[config.mk]
export PLATFORM = sky130hd
export DESIGN_NAME = shaw_ctrl
export DESIGN_NICKNAME = d
export VERILOG_FILES = /design/src/rtl/core/assert_macros.svh /design/src/rtl/core/shaw_pkg.sv /design/src/rtl/core/shaw_ctrl.sv
export SDC_FILE = /design/constraint.sdc
export NUM_CORES = 1
export LEC_CHECK = 0
export BUFFER_PORTS_ARGS = -buffer_cell sky130_fd_sc_hd__buf_4
export CORE_AREA = 2 2 39 41
export CTS_CLUSTER_DIAMETER = 60
export DETAILED_ROUTE_END_ITERATION = 16
export DIE_AREA = 0 0 41 43
export PLACE_DENSITY = 0.51
export SLEW_MARGIN = 10
export SYNTH_ARGS = -nofsm -noshare
export SYNTH_HDL_FRONTEND = slang
export SYNTH_SLANG_ARGS = --single-unit
export TNS_END_PERCENT = 100
[constraint.sdc]
create_clock -name clk -period 2.9 [get_ports clk]
set_input_delay 0.58 -clock clk [delete_from_list [all_inputs] [get_ports clk]]
set_output_delay 0.58 -clock clk [all_outputs]
set_load 0.01 [all_outputs]
[src/rtl/core/assert_macros.svh]
// Assertion helper macros for the address walker.
// No dependencies; pulled in by files that carry concurrent checks.
`ifndef ASSERT_MACROS_SVH
`define ASSERT_MACROS_SVH

// same-cycle implication, disabled while reset is asserted
`define ASSERT_IMPL(lbl, clk, rstn, a, c) \
	lbl: assert property (@(posedge clk) disable iff (!(rstn)) (a) |-> (c)) \
		else $error("implication check failed");

// next-cycle implication, disabled while reset is asserted
`define ASSERT_NEXT(lbl, clk, rstn, a, c) \
	lbl: assert property (@(posedge clk) disable iff (!(rstn)) (a) |=> (c)) \
		else $error("next-cycle check failed");

`endif

[src/rtl/core/shaw_pkg.sv]
// Shared types, constants and helpers of the strided hyperslab address walker.
// No dependencies.
package shaw_pkg;

	localparam int NUM_DIMS     = 4;
	localparam int DIM_BITS     = 2;
	localparam int RANK_BITS    = 3;
	localparam int INDEX_BITS   = 16;
	localparam int LANE_BITS    = 16;
	localparam int OFFSET_BITS  = 32;
	localparam int CFG_BITS     = 64;
	localparam int CFG_IDX_BITS = 3;
	localparam int STATUS_BITS  = 3;

	typedef enum logic [CFG_IDX_BITS-1:0] {
		REG_RANK        = 3'd0,
		REG_START       = 3'd1,
		REG_COUNT       = 3'd2,
		REG_STRIDE      = 3'd3,
		REG_MAP         = 3'd4,
		REG_ELEM_SIZE   = 3'd5,
		REG_DEFAULT_MAP = 3'd6
	} cfg_reg_t;

	typedef enum logic [STATUS_BITS-1:0] {
		STAT_OK         = 3'd0,
		STAT_BAD_STRIDE = 3'd1,
		STAT_ZERO_COUNT = 3'd2,
		STAT_OVERFLOW   = 3'd3,
		STAT_FINISHED   = 3'd4
	} status_t;

	typedef enum logic [2:0] {
		OP_NONE,
		OP_LATCH,
		OP_MUL,
		OP_ACC,
		OP_STEP,
		OP_ERROR,
		OP_FINISHED
	} dp_op_t;

	typedef enum logic [2:0] {
		CS_IDLE,
		CS_CHECK,
		CS_MUL,
		CS_ACC,
		CS_FIRST
	} ctrl_state_t;

	typedef struct packed {
		logic                    we;
		logic [CFG_IDX_BITS-1:0] index;
		logic [CFG_BITS-1:0]     data;
	} cfg_wr_t;

	typedef struct packed {
		status_t chk_err;
		logic    walk_done;
		logic    dim_zero;
	} dp_status_t;

	typedef struct packed {
		logic [NUM_DIMS-1:0][INDEX_BITS-1:0] index;
		logic [OFFSET_BITS-1:0]              offset;
		logic [LANE_BITS-1:0]                run_length;
		logic                                last;
		status_t                             status;
	} out_beat_t;

	function automatic logic [LANE_BITS-1:0] lane(input logic [CFG_BITS-1:0] w,
			input logic [DIM_BITS-1:0] d);
		return w[d*LANE_BITS +: LANE_BITS];
	endfunction

endpackage

[src/rtl/core/shaw_ctrl.sv]
// Controller of the address walker: handshakes, restart sequencing, beat valid.
// Depends on shaw_pkg; drives the shaw_dp command.
module shaw_ctrl import shaw_pkg::*; (
	input  logic       clk,
	input  logic       arst_n,
	input  logic       in_valid,
	input  logic       in_restart,
	output logic       in_ready,
	output logic       out_valid,
	input  logic       out_ready,
	input  dp_status_t stat,
	output dp_op_t     op
);

	ctrl_state_t state_q, state_d;
	logic        out_valid_q;
	logic        slot_free;
	logic        emit;

	assign slot_free = !out_valid_q || out_ready;

	always_ff @(posedge clk or negedge arst_n) begin
		if (!arst_n) begin
			state_q     <= CS_IDLE;
			out_valid_q <= 1'b0;
		end else begin
			state_q <= state_d;
			if (emit) begin
				out_valid_q <= 1'b1;
			end else if (out_ready) begin
				out_valid_q <= 1'b0;
			end
		end
	end

	always_comb begin
		state_d  = state_q;
		op       = OP_NONE;
		in_ready = 1'b0;
		unique case (state_q)
			CS_IDLE: begin
				in_ready = slot_free;
				if (in_valid && slot_free) begin
					if (in_restart) begin
						op      = OP_LATCH;
						state_d = CS_CHECK;
					end else if (stat.walk_done) begin
						op = OP_FINISHED;
					end else begin
						op = OP_STEP;
					end
				end
			end
			CS_CHECK: begin
				if (stat.chk_err != STAT_OK) begin
					op      = OP_ERROR;
					state_d = CS_IDLE;
				end else begin
					state_d = CS_MUL;
				end
			end
			CS_MUL: begin
				op      = OP_MUL;
				state_d = CS_ACC;
			end
			CS_ACC: begin
				op      = OP_ACC;
				state_d = stat.dim_zero ? CS_FIRST : CS_MUL;
			end
			CS_FIRST: begin
				op      = OP_STEP;
				state_d = CS_IDLE;
			end
			default: begin
				state_d = CS_IDLE;
			end
		endcase
	end

	assign emit      = (op == OP_STEP) || (op == OP_ERROR) || (op == OP_FINISHED);
	assign out_valid = out_valid_q;

endmodule

==> flow_metrics.env, run 1 <==
export IMPL_grt_setup_unrepaired="no"
export IMPL_avgRoutedWirePerCell_microns=10.9
export IMPL_drc=0
export IMPL_worst_slack_ns=0.913
export IMPL_p_int_mw=0.224
export IMPL_yosysSeqAreaShare_pct=36.0
export IMPL_grt_pass1_wl_mm=1.11
export IMPL_grt_overflow=0
export IMPL_outcome="finished, final reports clean"
export IMPL_cts_tree="yes"
export IMPL_powerDensity_mw_per_mm2=917
export IMPL_clkTransAtPathRegs_ns=0.04
export IMPL_ys_warn_count=0
export IMPL_gp_congestion=0.713
export IMPL_r2r_start="state_q[0]$_DFFE_PN0P_"
export IMPL_yosysUniqueCellTypes=23
export IMPL_tns_ns=0
export IMPL_hold_violations=0
export IMPL_die_y_microns=43
export IMPL_postPlaceCellArea_sq_um=384
export IMPL_routed_wl_microns=667
export IMPL_synthSimpleGateAreaFrac_pct=32.4
export IMPL_io_pins=15
export IMPL_final_antenna_net_count=0
export IMPL_syn_inst=30
export IMPL_antenna_found_initial=0
export IMPL_fin_crit_sh_pct=68.5
export IMPL_grt_pass1_vias=262
export IMPL_syn_area_per_cell_sq_um=9.26
export IMPL_core_rowCount=14
export IMPL_combPwrFrac_pct=48.5
export IMPL_ir_drop_v=0.000353
export IMPL_pre_cts_ws_ns=0.910
export IMPL_synth_adder_area_share_pct=0
export IMPL_post_route_min_period_ns=1.99
export IMPL_worstPathRequired_ns=2.32
export IMPL_synthesis_area_sq_um=278
export IMPL_place_inst=58
export IMPL_cts_buffers=3
export IMPL_start_kind="input port"
export IMPL_cts_root_buf="clkbuf_4"
export IMPL_post_dp_hpwl_microns=492
export IMPL_start_util_pct=20.1
export IMPL_post_cts_setup_buffer_count=0
export IMPL_synth_top_family_by_area="simple AND/OR/NAND/NOR gates"
export IMPL_ys_seq_elements=4
export IMPL_synth_xor_area_share_pct=0
export IMPL_clock_latency_ns=0.23
export IMPL_post_drt_via_cell_ratio=4.87
export IMPL_worstMarginPinSlew_ns=0.397
export IMPL_drv_slew=0
export IMPL_seq_area_sq_um=100
export IMPL_clock_sinks=4
export IMPL_endpoint_kind="primary output"
export IMPL_drt_iter0_markers=8
export IMPL_seqPwrFrac_pct=33.4
export IMPL_postLayoutCellArea_sq_um=407
export IMPL_slew_headroom_pct=73.5
export IMPL_dr_pass1_iters=4
export IMPL_p_sw_share_pct=39.9
export IMPL_clk_path_buf_depth=2
export IMPL_multiInputGateArea_sq_um=159
export IMPL_final_cells=61
export IMPL_cts_resized=0
export IMPL_p_leak_nw=0.180
export IMPL_final_common_cell="buf_4"
export IMPL_n_antenna_cell=0
export IMPL_final_setup_viol_count=0
export IMPL_drive_gt1_share_pct=44.4
export IMPL_criticalPathCategory="input port to primary output"
export IMPL_crit_path_start="stat[3]"
export IMPL_vias=297
export IMPL_hold_class="input port to asynchronous set/reset pin"
export IMPL_synthMuxAreaShare_pct=0
export IMPL_fin_nets=57
export IMPL_grt_use_total_pct=10.1
export IMPL_finClkSkew_ns=0.000132
export IMPL_layout_common_cells="buf_4 (14), dfrtp_1 (4), nor3_1 (3), clkbuf_4 (3)"
export IMPL_core_area_sq_mm=0.00138
export IMPL_syn_to_final_growth_pct=46.4
export IMPL_max_cap_viol_count=0
export IMPL_power_switching_mw=0.149
export IMPL_p_total_mw=0.373
export IMPL_cp_arrival_ns=1.41
export IMPL_crit_fanout=2
export IMPL_fmax_ghz=0.503
export IMPL_fillers=157
export IMPL_cts_hold_buffers=0
export IMPL_die_w_microns=41
export IMPL_synth_nets=40
export IMPL_portBuffers=14
export IMPL_die_area_sq_mm=0.00176
export IMPL_cts_htree_levels=1
export IMPL_synth_compound_area_share_pct=24.8
export IMPL_grt_start_max_net_pins=12
export IMPL_pwr_share_clk_pct=18.1
-- power by group through the flow --
stage | sequential [mW] | combinational (mW) | clock [mW]
6_report | 0.124 | 0.181 | 0.0675
5_1_grt | 0.129 | 0.200 | 0.0808
4_1_cts | 0.125 | 0.183 | 0.0704
3_5_place_dp | 0.126 | 0.181 | 0
3_3_place_gp | 0.127 | 0.182 | 0
2_1_floorplan | 0.0927 | 0.146 | 0
-- per-stage QoR --
stage	util, %	hold slack (ns)
finish	29.4	0.135
global route	29.4	0.113
CTS	29.4	0.128
detailed placement	27.8	0.378
global placement	27.8	0.377
floorplan	-	0.284
-- final timing paths --
path / end / slack, ns / cells past startpoint
setup / recovery: op[0] / 0.91 / 5
hold / removal: state_q[2]$_DFFE_PN0P_ / 0.14 / 1
setup reg to reg: out_valid$_DFFE_PN0P_ / 1.86 / 3
hold reg to reg: state_q[1]$_DFFE_PN0P_ / 0.59 / 1
max in group asynchronous: state_q[0]$_DFFE_PN0P_ / 2.67 / 1
min in group clk: state_q[1]$_DFFE_PN0P_ / 0.55 / 2
-- worst max-delay path, cell delays in order --
cell and delay, ns:
buf_4 0.11, or3_4 0.38, o21ai_2 0.11, a21oi_1 0.07
buf_4 0.15
-- cells in the mapped netlist (all sizes together) --
library cell / instances / area, sq um
buf: 2 / 18.8
nor2: 3 / 18.8
nand2b: 1 / 6.26
nand4: 1 / 6.26
and3: 1 / 6.26
or3: 1 / 11.3
a31oi: 1 / 6.26
o21ai: 3 / 18.8
and2b: 1 / 7.51
nor3: 3 / 15.0
a41oi: 1 / 8.76
o211ai: 1 / 7.51
a32oi: 1 / 8.76
nor4b: 1 / 8.76
a21oi: 2 / 10.0
a311oi: 1 / 8.76
dfrtp: 4 / 100
nor2b: 1 / 6.26
nand2: 1 / 3.75
-- routing by layer --
| layer | global-route usage, % | up-vias | share of wire (%) |
|---|---|---|---|
| li1 | - | 146 | - |
| met1 | 12.7 | 136 | 46 |
| met3 | 4.71 | 2 | 7.2 |
| met2 | 11.6 | 13 | 44 |
| met4 | 10.0 | 0 | 2.1 |
| met5 | 0 | - | 0 |
-- logic make-up (layout without fill, tap and decap cells) --
group | count (synthesis) | after routing
simple gates | 14 | 14
buf+inv | 2 | 17
flops | 4 | 4
compound gates | 10 | 10
-- cell type report --
class                           count  area share [%]
Clock buffer                        3            5.54
Multi-Input combinational cell     24            39.1
Sequential cell                     4            24.6
Tap cell                           16            4.92
Timing Repair Buffer               14            25.8
-- registers in the layout (all words and copies together), names as in the netlist --
signal	count
state_q	3
out_valid	1
Note: power is estimated with default switching activity, not from simulation.
==> inputs of run 2 (changes only) <==
Settings changed: ABC_AREA set to 1, PLACE_DENSITY 0.51 to 0.55.
Clock period 2.9 ns to 1.6 ns, I/O delays scaled along.
==> flow_metrics.env, run 2 <==
export IMPL_outcome="finished, final reports clean"
export IMPL_worstPathRequired_ns=1.28
export IMPL_place_inst=71
export IMPL_hold_path_depth=2
export IMPL_die_area_sq_mm=0.00176
export IMPL_cp_arrival_ns=1.18
export IMPL_layout_common_cells="buf_4 (14), nand2_1 (7), inv_1 (6)"
export IMPL_power_switching_mw=0.293
export IMPL_synthesis_area_sq_um=308
export IMPL_synth_area_top_cells="dfrtp_1 (33%), nand2_1 (8.5%), inv_1 (7.3%)"
export IMPL_gp_congestion=0.761
export IMPL_routed_wl_microns=569
export IMPL_clock_latency_ns=0.23
export IMPL_fmax_ghz=0.666
export IMPL_worstPathCellList="inv_2 -> nand3_4 -> nor2_4 -> nand3_1 -> nand2_1 -> buf_4"
export IMPL_endpoint_kind="primary output"
export IMPL_criticalPathCategory="register to primary output"
export IMPL_async_flop_share_pct=100
export IMPL_worstMarginPinSlew_ns=0.213
export IMPL_ys_seq_elements=4
export IMPL_antenna_found_initial=0
export IMPL_synth_nets=51
export IMPL_r2r_end="out_valid$_DFFE_PN0P_"
export IMPL_synth_flop_cell="dfrtp_1"
export IMPL_syn_area_per_cell_sq_um=7.51
export IMPL_syn_to_final_growth_pct=52.4
export IMPL_grt_use_total_pct=8.56
export IMPL_ys_warn_count=0
export IMPL_pwr_share_clk_pct=16.7
export IMPL_crit_fanout=6
export IMPL_core_rowCount=14
export IMPL_seqPwrFrac_pct=25.3
export IMPL_critPathTopFamily="flip-flops"
export IMPL_synth_top_cell_area_share_pct=32.5
export IMPL_r2r_start="state_q[0]$_DFFE_PN0P_"
export IMPL_synth_edf_count=0
export IMPL_grt_pass1_vias=279
export IMPL_final_setup_viol_count=0
export IMPL_core_area_sq_mm=0.00138
export IMPL_die_w_microns=41
export IMPL_slew_headroom_pct=85.7
export IMPL_drv_slew=0
export IMPL_min_from="stat[0]"
export IMPL_ir_drop_v=0.000459
export IMPL_synthMostInstantiatedCell="nand2_1"
export IMPL_final_common_cell="buf_4"
export IMPL_final_cells=75
export IMPL_cts_root_buf="clkbuf_4"
export IMPL_dr_pass1_iters=2
export IMPL_yosysUniqueCellTypes=16
export IMPL_crit_path_start="state_q[1]$_DFFE_PN0P_"
export IMPL_drt_iter0_markers=3
export IMPL_start_kind="register"
export IMPL_powerDensity_mw_per_mm2=1520
export IMPL_tns_ns=0
export IMPL_post_dp_hpwl_microns=508
export IMPL_synth_top_area_cell="dfrtp_1"
export IMPL_cts_tree="yes"
export IMPL_grt_start_max_net_pins=7
export IMPL_post_cts_setup_buffer_count=0
export IMPL_drc=0
export IMPL_cts_buffers=3
export IMPL_largest_reg_flops=3
export IMPL_grt_setup_unrepaired="yes"
export IMPL_fin_crit_sh_pct=93.8
export IMPL_combPwrFrac_pct=58.0
export IMPL_fillers=159
export IMPL_hold_path_end="state_q[1]$_DFFE_PN0P_"
export IMPL_post_route_min_period_ns=1.50
export IMPL_fin_nets=71
export IMPL_p_int_mw=0.422
export IMPL_vias=309
export IMPL_p_sw_share_pct=41.0
export IMPL_rrSetupSlack_ns=0.68
export IMPL_n_antenna_cell=0
export IMPL_grt_pass1_wl_microns=972
export IMPL_clk_path_buf_depth=2
export IMPL_critPathMaxStageDelay_ns=0.44
export IMPL_r2r_cells=4
export IMPL_syn_inst=41
export IMPL_portBuffers=14
export IMPL_hold_class="input port to register"
export IMPL_io_pins=15
export IMPL_avgRoutedWirePerCell_microns=7.59
export IMPL_yosysSeqAreaShare_pct=32.5
export IMPL_fin_util_pct=33.9
export IMPL_synth_common_cells="nand2_1 (7), inv_1 (6), dfrtp_1 (4), nor2_1 (4)"
export IMPL_top_register="state_q"
export IMPL_grt_overflow=0
export IMPL_drive_gt1_share_pct=54.2
export IMPL_post_drt_via_cell_ratio=4.12
export IMPL_max_cap_viol_count=0
export IMPL_start_util_pct=22.2
export IMPL_die_y_microns=43
export IMPL_finClkSkew_ns=0.000581
export IMPL_hold_violations=0
export IMPL_cts_htree_levels=1
export IMPL_clkTransAtPathRegs_ns=0.03
export IMPL_clock_sinks=4
export IMPL_cp_slowest_cell="dfrtp_2"
export IMPL_p_leak_nw=0.263
export IMPL_final_antenna_net_count=0
export IMPL_cp_num_buf_inv=2
## run 2: final cells by class
cell class	instances	area, sq um	share of cell area (%)
tap	16	20.0	4.27
sequential	4	101	21.6
multi-input combinational	27	170	36.3
timing repair buffer	15	115	24.5
clock buffer	3	22.5	4.80
inverter	10	40.0	8.53
## run 2: kinds of logic (layout without fill, tap and decap cells)
| group | Yosys count | count (layout) | synth area share [%] |
|---|---|---|---|
| simple gates | 22 | 22 | 42.3 |
| buf+inv | 10 | 28 | 13.0 |
| compound gates | 5 | 5 | 12.2 |
| flops | 4 | 4 | 32.5 |
## run 2: worst max-delay path by stage
stage / slack (ns) / to / depth (start not counted)
after CTS: 0.07 / op[1] / 6
after global placement: 0.28 / op[0] / 6
final: 0.1 / op[1] / 6
after global routing: -0.0006 / op[1] / 6
after floorplan: 0.37 / op[0] / 5
after detailed placement: 0.28 / op[2] / 6
## run 2: per-layer routing
metal / share of wire, % / track usage (%)
met1: 41 / 8.77
met3: 9.0 / 4.71
met2: 47 / 12.5
met4: 2.5 / 6.00
met5: 0 / 0
## run 2: metrics by stage
step	setup WS, ns	power [mW]	hold slack [ns]	area, sq um
floorplan	0.371	0.432	0.0244	308
global placement	0.279	0.597	0.117	433
detailed placement	0.276	0.597	0.118	433
CTS	0.0662	0.726	0.304	465
global route	-0.000604	0.783	0.309	469
finish	0.0991	0.715	0.304	469
## run 2: power by group through the flow
stage / Sequential (mW) / Clock, mW / Combinational (mW)
global route: 0.188 / 0.130 / 0.465
detailed placement: 0.179 / 0 / 0.418
finish: 0.181 / 0.120 / 0.415
global placement: 0.179 / 0 / 0.418
CTS: 0.178 / 0.127 / 0.421
floorplan: 0.177 / 0 / 0.255
## run 2: what timing repair did
| item | CTS | global route |
|---|---|---|
| setup endpoints to repair | 0 | 2 |
| hold endpoints to repair | 4 | 0 |
| resized for setup | 0 | 2 |
| hold buffers | 1 | 0 |
